[src/hdl/pcx_rle_palette_texture_decoder_defines.svh]
// Assertion macros used by the PCX decoder RTL
`ifndef PCX_RLE_PALETTE_TEXTURE_DECODER_DEFINES_SVH
`define PCX_RLE_PALETTE_TEXTURE_DECODER_DEFINES_SVH

// same-cycle implication, clocked on clk, off during reset
`define PCX_ASSERT_IMP(lbl, ante, cons, msg) \
  lbl: assert property (@(posedge clk) disable iff (!rst_n) (ante) |-> (cons)) \
    else $error(msg);

// next-cycle implication
`define PCX_ASSERT_NXT(lbl, ante, cons, msg) \
  lbl: assert property (@(posedge clk) disable iff (!rst_n) (ante) |=> (cons)) \
    else $error(msg);

`endif

[src/hdl/pcx_pkg.sv]
// Types and constants of the PCX run-length palette decoder
package pcx_pkg;

  localparam int unsigned TEX_SIZE        = 256;
  localparam int unsigned PALETTE_ENTRIES = 256;

  localparam logic [1:0] REQ_PAL_WRITE = 2'd0;
  localparam logic [1:0] REQ_BYTE      = 2'd1;
  localparam logic [1:0] REQ_START     = 2'd2;

  localparam logic [7:0] RUN_MARK     = 8'hC0;
  localparam logic [7:0] RUN_COUNT    = 8'h3F;
  localparam logic [7:0] OPAQUE_INDEX = 8'hFF;
  localparam logic [7:0] ALPHA_OPAQUE = 8'hFF;
  localparam logic [7:0] ALPHA_CLEAR  = 8'h00;

  localparam logic       ADDR_BPL    = 1'b0;
  localparam logic       ADDR_HEIGHT = 1'b1;

  localparam logic [15:0] BPL_RESET    = 16'd256;
  localparam logic [15:0] HEIGHT_RESET = 16'd256;

  typedef struct packed {
    logic [1:0] req_type;
    logic [7:0] palette_index;
    logic [7:0] palette_red;
    logic [7:0] palette_green;
    logic [7:0] palette_blue;
    logic [7:0] code_byte;
  } pcx_in_t;

  typedef struct packed {
    logic [7:0] red;
    logic [7:0] green;
    logic [7:0] blue;
    logic [7:0] alpha;
    logic [7:0] texel_x;
    logic [7:0] texel_y;
    logic       last_of_run;
  } pcx_out_t;

  // sequencer to output stage: a palette read issued, or end of an input
  typedef struct packed {
    logic       texel;
    logic       flush;
    logic       opaque;
    logic [7:0] x;
    logic [7:0] y;
  } pcx_evt_t;

  typedef enum logic [1:0] {
    SEQ_IDLE,
    SEQ_RUN,
    SEQ_FLUSH
  } pcx_state_t;

endpackage

[src/hdl/pcx_out.sv]
// Output stage: palette read return, one-texel hold for last flag, output register
`include "pcx_rle_palette_texture_decoder_defines.svh"
module pcx_out
  import pcx_pkg::*;
(
  input  logic        clk,
  input  logic        rst_n,
  input  pcx_evt_t    evt,
  input  logic [23:0] rgb,
  output logic        step_ok,
  output logic        out_valid,
  output pcx_out_t    out_data,
  input  logic        out_stall
);

  logic     a_vld_r, a_vld_nxt;
  pcx_evt_t a_r, a_nxt;
  logic     h_vld_r, h_vld_nxt;
  pcx_out_t h_r, h_nxt;
  logic     o_vld_r, o_vld_nxt;
  pcx_out_t o_r, o_nxt;

  logic     o_free;
  logic     a_move;
  logic     o_load;
  pcx_out_t a_texel;

  assign o_free  = !o_vld_r || !out_stall;
  assign a_move  = a_vld_r && (!h_vld_r || o_free);
  assign step_ok = !a_vld_r || a_move;
  assign o_load  = a_move && h_vld_r;

  always_comb begin
    a_texel.red         = rgb[23:16];
    a_texel.green       = rgb[15:8];
    a_texel.blue        = rgb[7:0];
    a_texel.alpha       = a_r.opaque ? ALPHA_OPAQUE : ALPHA_CLEAR;
    a_texel.texel_x     = a_r.x;
    a_texel.texel_y     = a_r.y;
    a_texel.last_of_run = 1'b0;
  end

  always_comb begin
    a_vld_nxt = a_vld_r;
    a_nxt     = a_r;
    h_vld_nxt = h_vld_r;
    h_nxt     = h_r;
    o_nxt     = o_r;
    if (step_ok) begin
      a_vld_nxt = evt.texel || evt.flush;
      a_nxt     = evt;
    end
    if (o_load) begin
      o_nxt             = h_r;
      o_nxt.last_of_run = a_r.flush;
    end
    if (a_move) begin
      if (a_r.texel) begin
        h_vld_nxt = 1'b1;
        h_nxt     = a_texel;
      end else begin
        h_vld_nxt = 1'b0;
      end
    end
    if (o_load) begin
      o_vld_nxt = 1'b1;
    end else if (!out_stall) begin
      o_vld_nxt = 1'b0;
    end else begin
      o_vld_nxt = o_vld_r;
    end
  end

  always_ff @(posedge clk) begin
    if (!rst_n) begin
      a_vld_r <= 1'b0;
      h_vld_r <= 1'b0;
      o_vld_r <= 1'b0;
    end else begin
      a_vld_r <= a_vld_nxt;
      h_vld_r <= h_vld_nxt;
      o_vld_r <= o_vld_nxt;
    end
  end

  always_ff @(posedge clk) begin
    a_r <= a_nxt;
    h_r <= h_nxt;
    o_r <= o_nxt;
  end

  assign out_valid = o_vld_r;
  assign out_data  = o_r;

  `PCX_ASSERT_IMP(a_one_kind, a_vld_r, !(a_r.texel && a_r.flush), "texel and flush in one beat")
  `PCX_ASSERT_NXT(a_held, a_vld_r && h_vld_r && !o_free, a_vld_r && $stable(a_r), "read return lost")
  `PCX_ASSERT_NXT(flush_empties, a_move && a_r.flush, !h_vld_r, "hold not emptied at end")
  `PCX_ASSERT_NXT(last_on_flush, o_load && a_r.flush, o_vld_r && o_r.last_of_run, "last flag missing")

endmodule

[config.mk]
export PLATFORM = sky130hd
export DESIGN_NAME = pcx_out
export DESIGN_NICKNAME = d
export VERILOG_FILES = /design/src/hdl/pcx_pkg.sv /design/src/hdl/pcx_out.sv
export VERILOG_INCLUDE_DIRS = /design/src /design/src/hdl
export SDC_FILE = /design/constraint.sdc
export NUM_CORES = 1
export LEC_CHECK = 0
export BUFFER_PORTS_ARGS = -buffer_cell sky130_fd_sc_hd__buf_4
export CORE_ASPECT_RATIO = 2
export CORE_MARGIN = 8
export CORE_UTILIZATION = 40
export CTS_CLUSTER_SIZE = 28
export DETAILED_ROUTE_END_ITERATION = 16
export PLACE_DENSITY = 0.61
export SYNTH_ARGS = -nofsm -noshare
export SYNTH_HDL_FRONTEND = slang
export SYNTH_SLANG_ARGS = --single-unit
export TNS_END_PERCENT = 30
[constraint.sdc]
create_clock -name clk -period 5.3 [get_ports clk]
set_clock_uncertainty 0.1 [all_clocks]
set_input_delay 1.06 -clock clk [delete_from_list [all_inputs] [get_ports clk]]
set_output_delay 1.06 -clock clk [all_outputs]
set_load 0.1 [all_outputs]
==> metrics.cfg <==
[timing]
setup_viol_count_final = 0
hold_violations = 0
worst_slew_margin_relative_to_its_limit_pct = 61.6
rsz0062_at_grt = no
period_needed_ps = 3070
worstMarginPinSlew_ps = 576
setup_total_negative_slack_ps = 0
timing.final.max_slew_violations = 0
fmax_mhz = 326
final_min_period_over_clock_period_pct = 57.9
worst_slack_ps = 2230

[pwr]
power_per_cell_area_nw_per_um2 = 398
peakVddDrop_mv = 0.319
power_mw = 1.75
power.leakage_nw = 1.64

[placed_design]
placedCellCount = 312
dpl_worst_slack_ps = 2220
dp_hpwl_um = 3940
io_buffer_count = 96
gp_congestion = 0.719

[clock_tree]
worst_path_clk_slew_ps = 60
cts_hold_repair.buffers = 0
insertion_delay_to_the_later_sink_of_the_worst_skew_pair_ps = 330
cts_max_path_buffers = 2
cts_tree = done
numClockSinks = 105
htree_levels = 3
post_cts.resized_instances = 0
tritoncts.num_buffers = 9
post-cts-setup-buffer-count = 0
root_buffer_cell = clkbuf_16

[global_route]
overflow = 0
grt_start_max_net_pins = 43
grt_first_pass_wirelength_um = 8160
number_of_antenna_violations_at_the_first_check_in_global_routing = 0
first_global_vias = 1582
grtUsageTotal_pct = 9.82

[min_path]
hold-path-cell-count = 0
hold_path.class = reg2reg
timing.hold.worst.start = a_r[2]
min_to = h_r[3]

[logic_synthesis]
part_of_the_yosys_area_used_for_sequential_elements_pct = 96.5
count_of_flip_flops_with_a_built_in_enable_after_synthesis = 102
synthesized_cell_area_um2 = 3240
synth-async-reset-ratio_pct = 0
dominantRegCellSynth = edfxtp_1
yosys_warnings = 0
postSynthRegisterBits = 105
post_synth_main_area_contributors = edfxtp_1 95%, dfxtp_1 1.9%, buf_4 1.6%, a21oi_1 0.62%, nand2_1 0.35%
synth_cells = 124
post-synth-top-area-fraction_pct = 94.7
avgSynthCellArea_um2 = 26.1
netlist-cell-type-count = 10
netlist_top_cells_count = 102 x edfxtp_1, 7 x buf_4, 4 x a21oi_1, 3 x dfxtp_1, 3 x nand2_1
synth.most_common_cell = edfxtp_1
mappedNetlistNets = 170
synth_largest_area_cell = edfxtp_1

[die]
dieWidth_um = 79.6
die-height_um = 143
boundary_pins = 97
floorplan.die_area_um2 = 11400
fp-row-count = 46
start_util_pct = 41.0
fp.coreArea_um2 = 7890

[worst_setup_path]
critPathLaunchType = primary input
worstPathBufferInverterCount = 3
critPathMostFrequentCell = buf_4
peak_fanout_along_the_critical_path = 21
timing.rr.start = a_vld_r
critical_path.slowest_cell = buf_4
r2r_slack_ps = 3410
r2r-end = h_r[42]
required_ps = 4140
cell_breakdown_of_the_critical_path = buf_4 -> nand4_1 -> buf_4 -> buf_4
timing.critical_path.to_type = primary output
critPathMaxStageDelay_ps = 340
reg2regPathDepth = 3
timing.critical_path.max_delay_family = buffers and inverters
criticalPathCategory = in2out
worstPathArrival_ps = 1910

[drt]
ant_nets = 0
detail_route.wirelength_um = 5360
first_pass_iters = 4
detail_route.drc_violations = 0
wire_per_inst_um = 16.4
vias_per_cell = 4.48
via_count = 1466
drt-initial-drc-count = 91

[cells_and_area]
antenna_cells = 0
layoutNonFillerInstCount = 327
num-nets-final = 273
n_fill_cell = 606
final_layout_size_suffix_gt1_share_pct = 49.4
area_growth_syn_to_layout_pct = 36.1

[run_status]
outcome = complete, no violations

[flow_run]
cap_viol_max_count = 0

layout by cell type, fill, tap and decap left out:
| cell type | instances |
|---|---|
| clkbuf_1 | 1 |
| a31oi_4 | 1 |
| nand4_1 | 1 |
| inv_1 | 1 |
| nor2_1 | 1 |
| buf_4 | 99 |
| inv_6 | 1 |
| a21oi_4 | 1 |
| clkbuf_16 | 9 |
| bufinv_16 | 3 |
| nand2_1 | 3 |
| a311oi_1 | 1 |
| clkinv_1 | 1 |
| a21oi_1 | 3 |
| dfxtp_1 | 3 |
| edfxtp_1 | 102 |
power breakdown:
group	switching [mW]	internal, mW
logic	0.0583	0.0295
registers	0.00797	0.939
clock network	0.259	0.458
worst max-delay path by stage:
stage / slack, ps / end / cells past startpoint / startpoint
after floorplan: 1440 / step_ok / 1 / out_valid
after global placement: 2240 / step_ok / 4 / out_stall
after detailed placement: 2220 / step_ok / 4 / out_stall
after CTS: 2220 / step_ok / 4 / out_stall
after global routing: 2180 / step_ok / 4 / out_stall
final: 2230 / step_ok / 4 / out_stall
sequential cells by signal (all words and copies together), names as in the netlist:
signal and cells:
h_r 41, h_vld_r 1, a_r 19, out_data 42, out_valid 1, a_vld_r 1
metal layers:
layer / global-route usage (%) / part of all wire (%) / vias to the layer above
met1: 9.69 / 35 / 689
li1: - / - / 691
met5: 0 / 0 / -
met3: 5.54 / 9.9 / 13
met2: 15.5 / 52 / 73
met4: 5.70 / 3.1 / 0
metrics by stage:
step	util (%)	hold WS, ps	cell area [um^2]
after floorplan	-	300	3240
after global placement	51.7	300	4070
after detailed placement	51.7	305	4070
after CTS	55.9	319	4400
after global routing	55.9	322	4400
final	55.9	317	4400
final cells by class:
| cell class | instances | area (um^2) | area share, % |
|---|---|---|---|
| inverters | 1 | 3.75 | 0.0852 |
| flip-flops and latches | 105 | 3120 | 70.9 |
| clock buffers | 10 | 229 | 5.20 |
| clock inverters | 5 | 103 | 2.33 |
| repair buffers | 99 | 743 | 16.9 |
| multi-input cells | 11 | 82.6 | 1.88 |
| well taps | 96 | 120 | 2.73 |
kinds of logic (layout without fill, tap and decap cells):
logic type	Yosys count	after routing	share of synthesized area, %
flip-flops	105	105	96.5
buffers and inverters	8	115	1.74
AND/OR/NAND/NOR	5	5	0.657
AO/OA/AOI/OAI	6	6	1.08
Note: power is estimated with default switching activity, not from simulation.
