$ cat src/hdl/pcx_rle_palette_texture_decoder_defines.svh
// Assertion macros used by the PCX decoder RTL
`ifndef PCX_RLE_PALETTE_TEXTURE_DECODER_DEFINES_SVH
`define PCX_RLE_PALETTE_TEXTURE_DECODER_DEFINES_SVH

// same-cycle implication, clocked on clk, off during reset
`define PCX_ASSERT_IMP(lbl, ante, cons, msg) \
  lbl: assert property (@(posedge clk) disable iff (!rst_n) (ante) |-> (cons)) \
    else $error(msg);

// next-cycle implication
`define PCX_ASSERT_NXT(lbl, ante, cons, msg) \
  lbl: assert property (@(posedge clk) disable iff (!rst_n) (ante) |=> (cons)) \
    else $error(msg);

`endif

$ cat src/hdl/pcx_pkg.sv
// Types and constants of the PCX run-length palette decoder
package pcx_pkg;

  localparam int unsigned TEX_SIZE        = 256;
  localparam int unsigned PALETTE_ENTRIES = 256;

  localparam logic [1:0] REQ_PAL_WRITE = 2'd0;
  localparam logic [1:0] REQ_BYTE      = 2'd1;
  localparam logic [1:0] REQ_START     = 2'd2;

  localparam logic [7:0] RUN_MARK     = 8'hC0;
  localparam logic [7:0] RUN_COUNT    = 8'h3F;
  localparam logic [7:0] OPAQUE_INDEX = 8'hFF;
  localparam logic [7:0] ALPHA_OPAQUE = 8'hFF;
  localparam logic [7:0] ALPHA_CLEAR  = 8'h00;

  localparam logic       ADDR_BPL    = 1'b0;
  localparam logic       ADDR_HEIGHT = 1'b1;

  localparam logic [15:0] BPL_RESET    = 16'd256;
  localparam logic [15:0] HEIGHT_RESET = 16'd256;

  typedef struct packed {
    logic [1:0] req_type;
    logic [7:0] palette_index;
    logic [7:0] palette_red;
    logic [7:0] palette_green;
    logic [7:0] palette_blue;
    logic [7:0] code_byte;
  } pcx_in_t;

  typedef struct packed {
    logic [7:0] red;
    logic [7:0] green;
    logic [7:0] blue;
    logic [7:0] alpha;
    logic [7:0] texel_x;
    logic [7:0] texel_y;
    logic       last_of_run;
  } pcx_out_t;

  // sequencer to output stage: a palette read issued, or end of an input
  typedef struct packed {
    logic       texel;
    logic       flush;
    logic       opaque;
    logic [7:0] x;
    logic [7:0] y;
  } pcx_evt_t;

  typedef enum logic [1:0] {
    SEQ_IDLE,
    SEQ_RUN,
    SEQ_FLUSH
  } pcx_state_t;

endpackage

$ cat src/hdl/pcx_seq.sv
// Run-length sequencer: stream parsing, scan position and palette access
module pcx_seq
  import pcx_pkg::*;
(
  input  logic        clk,
  input  logic        rst_n,
  input  logic        in_valid,
  input  pcx_in_t     in_data,
  output logic        in_stall,
  input  logic [15:0] bytes_per_line,
  input  logic [15:0] image_height,
  input  logic        step_ok,
  output pcx_evt_t    evt,
  output logic        ram_we,
  output logic [7:0]  ram_waddr,
  output logic [23:0] ram_wdata,
  output logic        ram_re,
  output logic [7:0]  ram_raddr
);

  pcx_state_t  state_r, state_nxt;
  logic        awaiting_r, awaiting_nxt;
  logic [5:0]  runlen_r, runlen_nxt;
  logic [5:0]  cnt_r, cnt_nxt;
  logic [7:0]  idx_r, idx_nxt;
  logic [15:0] col_r, col_nxt;
  logic [15:0] row_r, row_nxt;

  logic        accept;
  logic        is_mark;
  logic        step;
  logic        in_img;
  logic        emit;
  logic [16:0] col_inc;
  logic        wrap;

  assign accept  = in_valid && !in_stall;
  assign is_mark = (in_data.code_byte & RUN_MARK) == RUN_MARK;
  assign step    = (state_r == SEQ_RUN) && step_ok;
  assign in_img  = row_r < image_height;
  assign emit    = in_img && (col_r < 16'(TEX_SIZE)) && (row_r < 16'(TEX_SIZE));
  assign col_inc = {1'b0, col_r} + 17'd1;
  assign wrap    = col_inc >= {1'b0, bytes_per_line};

  always_comb begin
    state_nxt = state_r;
    unique case (state_r)
      SEQ_IDLE: begin
        if (accept && in_data.req_type == REQ_BYTE) begin
          if (awaiting_r) begin
            if (runlen_r != 6'd0) state_nxt = SEQ_RUN;
          end else if (!is_mark) begin
            state_nxt = SEQ_RUN;
          end
        end
      end
      SEQ_RUN: begin
        if (step_ok && cnt_r == 6'd1) state_nxt = SEQ_FLUSH;
      end
      SEQ_FLUSH: begin
        if (step_ok) state_nxt = SEQ_IDLE;
      end
      default: state_nxt = SEQ_IDLE;
    endcase
  end

  always_comb begin
    awaiting_nxt = awaiting_r;
    runlen_nxt   = runlen_r;
    cnt_nxt      = cnt_r;
    idx_nxt      = idx_r;
    col_nxt      = col_r;
    row_nxt      = row_r;
    if (accept) begin
      case (in_data.req_type)
        REQ_START: begin
          awaiting_nxt = 1'b0;
          runlen_nxt   = 6'd0;
          col_nxt      = 16'd0;
          row_nxt      = 16'd0;
        end
        REQ_BYTE: begin
          if (awaiting_r) begin
            awaiting_nxt = 1'b0;
            runlen_nxt   = 6'd0;
            cnt_nxt      = runlen_r;
            idx_nxt      = in_data.code_byte;
          end else if (is_mark) begin
            awaiting_nxt = 1'b1;
            runlen_nxt   = in_data.code_byte[5:0] & RUN_COUNT[5:0];
          end else begin
            cnt_nxt = 6'd1;
            idx_nxt = in_data.code_byte;
          end
        end
        default: ;
      endcase
    end
    if (step) begin
      cnt_nxt = cnt_r - 6'd1;
      if (in_img) begin
        if (wrap) begin
          col_nxt = 16'd0;
          row_nxt = row_r + 16'd1;
        end else begin
          col_nxt = col_inc[15:0];
        end
      end
    end
  end

  always_comb begin
    in_stall   = !rst_n || (state_r != SEQ_IDLE);
    evt.texel  = step && emit;
    evt.flush  = (state_r == SEQ_FLUSH) && step_ok;
    evt.opaque = idx_r == OPAQUE_INDEX;
    evt.x      = col_r[7:0];
    evt.y      = row_r[7:0];
    ram_re     = step && emit;
    ram_raddr  = idx_r;
    ram_we     = accept && (in_data.req_type == REQ_PAL_WRITE);
    ram_waddr  = in_data.palette_index;
    ram_wdata  = {in_data.palette_red, in_data.palette_green, in_data.palette_blue};
  end

  always_ff @(posedge clk) begin
    if (!rst_n) begin
      state_r    <= SEQ_IDLE;
      awaiting_r <= 1'b0;
      runlen_r   <= 6'd0;
      cnt_r      <= 6'd0;
      col_r      <= 16'd0;
      row_r      <= 16'd0;
    end else begin
      state_r    <= state_nxt;
      awaiting_r <= awaiting_nxt;
      runlen_r   <= runlen_nxt;
      cnt_r      <= cnt_nxt;
      col_r      <= col_nxt;
      row_r      <= row_nxt;
    end
  end

  always_ff @(posedge clk) begin
    idx_r <= idx_nxt;
  end

endmodule

$ cat config.mk
export PLATFORM = sky130hd
export DESIGN_NAME = pcx_seq
export DESIGN_NICKNAME = d
export VERILOG_FILES = /design/src/hdl/pcx_rle_palette_texture_decoder_defines.svh /design/src/hdl/pcx_pkg.sv /design/src/hdl/pcx_seq.sv
export SDC_FILE = /design/constraint.sdc
export NUM_CORES = 1
export LEC_CHECK = 0
export BUFFER_PORTS_ARGS = -buffer_cell sky130_fd_sc_hd__buf_2
export CAP_MARGIN = 20
export CORE_ASPECT_RATIO = 0.6
export CORE_MARGIN = 5
export CORE_UTILIZATION = 40
export CTS_CLUSTER_DIAMETER = 80
export DETAILED_ROUTE_END_ITERATION = 10
export HOLD_SLACK_MARGIN = 0.03
export PLACE_DENSITY_LB_ADDON = 0.2
export RECOVER_POWER = 25
export REMOVE_ABC_BUFFERS = 1
export SLEW_MARGIN = 40
export SYNTH_ARGS = -nofsm -noshare
export SYNTH_HDL_FRONTEND = slang
export SYNTH_SLANG_ARGS = --single-unit
$ cat constraint.sdc
create_clock -name clk -period 7.6 [get_ports clk]
set_clock_uncertainty 0.1 [all_clocks]
set_input_delay 0.38 -clock clk [delete_from_list [all_inputs] [get_ports clk]]
set_output_delay 0.38 -clock clk [all_outputs]
set_load 0.03 [all_outputs]
==> flow_summary.json <==
{
  "hold_start": "in_data[4]",
  "path_delay_family": "compound AO/OA/AOI/OAI gates",
  "hold_viol": 0,
  "yosysTopAreaCell": "dfxtp_1",
  "synth_cell_types": 52,
  "synth_area_leaders": "dfxtp_1 (23%), ha_1 (11%), buf_4 (8.8%)",
  "hold-worst-slack_ns": 0.1730,
  "cpPeakStageDelay_ns": 0.62,
  "core-area_um2": 10020,
  "crit_path_start": "col_r[0]",
  "worst_slew_pin_slew_ns": 0.6456,
  "ys_seq_area_frac": 0.2826,
  "outcome": "completed",
  "total_power_w": 0.0006339,
  "period_share": 0.4656,
  "min_path_type": "input port to flop",
  "reg2reg_from": "col_r[0]",
  "clock_path_buffers": 2,
  "path_cells": "ha_1 -> nand2_1 -> nor4_4 -> nand3_1 -> xnor2_1 -> ha_1 -> a21o_1 -> a21o_1 -> a31oi_1 -> o211a_2 -> o31ai_2 -> o221ai_1",
  "synth_edf_count": 8,
  "async_flop_share": 0,
  "finalSetupViolCount": 0,
  "whs_endpoint": "ram_raddr[4]",
  "cts_buffers": 5,
  "yosys-mux-area-fraction": 0.002394,
  "synth-seq-cells": 55,
  "io_buffer_count": 75,
  "synth-xor-area-share": 0.04400,
  "pin_count": 140,
  "whs_path_depth": 1,
  "grt_max_degree": 48,
  "synth_area_um2": 4180,
  "drt_iter0_markers": 323,
  "reg2reg_slack_ns": 4.06,
  "postCtsSetupBuffers": 0,
  "clk_latency_ns": 0.30,
  "grt_usage": 0.1894,
  "antenna_left": 0,
  "post-place-ws_ns": 3.955,
  "setup_tns_ns": 0,
  "r2r_cells": 12,
  "cp_max_fo": 28,
  "antenna_found_initial": 0,
  "fp-row-count": 28,
  "die_h_um": 89.19,
  "die-width_um": 142.0,
  "maxSlewViolCount": 0,
  "fmax_mhz": 282.6,
  "synth_top_family_by_area": "simple AND/OR/NAND/NOR gates",
  "relSlewSlack": 0.5696,
  "synth_compound_area_frac": 0.1829,
  "postSynthCellCount": 517,
  "gp_routability_congestion": 0.8691,
  "place_hpwl_um": 8807,
  "route.detailed.drc": 0,
  "cts_tree": "yes",
  "rsz0062_at_grt": "false",
  "synth_commonest_cells": "buf_4 (49), a21oi_1 (47), dfxtp_1 (47), ha_1 (38), inv_1 (38)",
  "wl_um": 12240,
  "vias": 3817,
  "cts.repair.resized": 0,
  "cts_root_buf": "clkbuf_16",
  "powerDensity_nw_per_um2": 142.4,
  "routed_via_density": 5.748,
  "crit_type": "flop to flop",
  "diodes": 0,
  "synthAdderAreaFrac": 0.1137,
  "synth_warnings": 0,
  "grt_pass1_wl_um": 19200,
  "n_fill_cell": 1010,
  "crit_path_top_delay_cell": "o211a_2",
  "clk_pin_slew_ns": 0.07,
  "drive_gt1_frac": 0.1777,
  "ir_drop_mv": 0.1002,
  "cp_num_buf_inv": 0,
  "overflow": 0,
  "dr.pass1.iters": 4,
  "cap_violations": 0,
  "worstPathArrival_ns": 3.66,
  "synthMostInstantiatedCell": "buf_4",
  "yosys_most_used_dff": "dfxtp_1",
  "cts_hold_buf": 0,
  "power_leakage_nw": 1.933,
  "cts.sinks": 55,
  "fin_crit_ns": 3.539,
  "rr_endpoint": "row_r[12]",
  "synth_simple_gate_area_frac": 0.2227,
  "dieArea_um2": 12660,
  "nNetsFinal": 644,
  "start_util": 0.4172,
  "critPathLaunchType": "flop",
  "cts_max_level": 2,
  "avgSynthCellArea_um2": 8.086,
  "wl_per_cell_um": 18.43,
  "cp-end-kind": "flop",
  "grt_pass1_vias": 3554,
  "yosys.area.top_type_share": 0.2251,
  "area_delta_synth_final_pct": 6.465,
  "finalWorstSetupSlack_ns": 4.061,
  "crit_required_ns": 7.72
}
## metrics by stage
stage / instance area (um2) / instances / utilization
after global placement: 4267 / 654 / 0.4258
final: 4451 / 664 / 0.4442
after detailed placement: 4282 / 656 / 0.4273
after floorplan: 3692 / 440 / -
after global routing: 4451 / 664 / 0.4442
after CTS: 4456 / 664 / 0.4447
## final cells by class
cell class	instances	area [um2]	area share
Multi-Input combinational cell	346	2367	0.5319
Sequential cell	55	1181	0.2654
Timing Repair Buffer	81	412.9	0.09277
Clock inverter	2	35.03	0.007872
Inverter	39	146.4	0.03289
Tap cell	135	168.9	0.03795
Clock buffer	6	138.9	0.03121
## cells in the final DEF (no fill, tap or decap), types with 13 or more instances in the layout
master and count:
buf_2 72, a21oi_1 47, dfxtp_1 47, inv_1 38, ha_1 38, nand4_1 36, nand2_1 30, nand3_1 28
nor2_1 23, o211ai_1 21, nor3_1 13
## layer usage
layer  GRT usage  vias up  share of wire
li1            -     1878              -
met1      0.2912     1776           0.52
met2      0.2584      159           0.40
met3     0.05933        4          0.079
met4     0.02787        0         0.0053
met5     0.01504        -              0
## worst max path at each step
stage	depth (start not counted)	to
2_1_floorplan	6	evt[18]
3_3_place_gp	12	col_r[0]
3_5_place_dp	12	row_r[11]
4_1_cts	12	row_r[12]
5_1_grt	12	row_r[4]
6_report	12	row_r[12]
## cell families after synthesis
| family | count (synthesis) |
|---|---|
| AOI/OAI and AO/OA | 117 |
| buffers and inverters | 116 |
| muxes | 1 |
| DFF | 55 |
| xor gates and xnor gates | 21 |
| and+or+nand+nor | 169 |
| adders and majority gates | 38 |
## report_power, final
group	total, W	internal, W	switching [W]
Clock	0.000277	0.000164	0.000113
Sequential	0.000300	0.000297	0.00000244
Combinational	0.0000574	0.0000208	0.0000365
## registers in the layout, indices dropped and copies added (netlist names)
name,count
awaiting_r,1
state_r,2
cnt_r,6
ram_raddr,8
col_r,16
row_r,16
runlen_r,6
No activity file was read; power rests on OpenSTA's default activity.
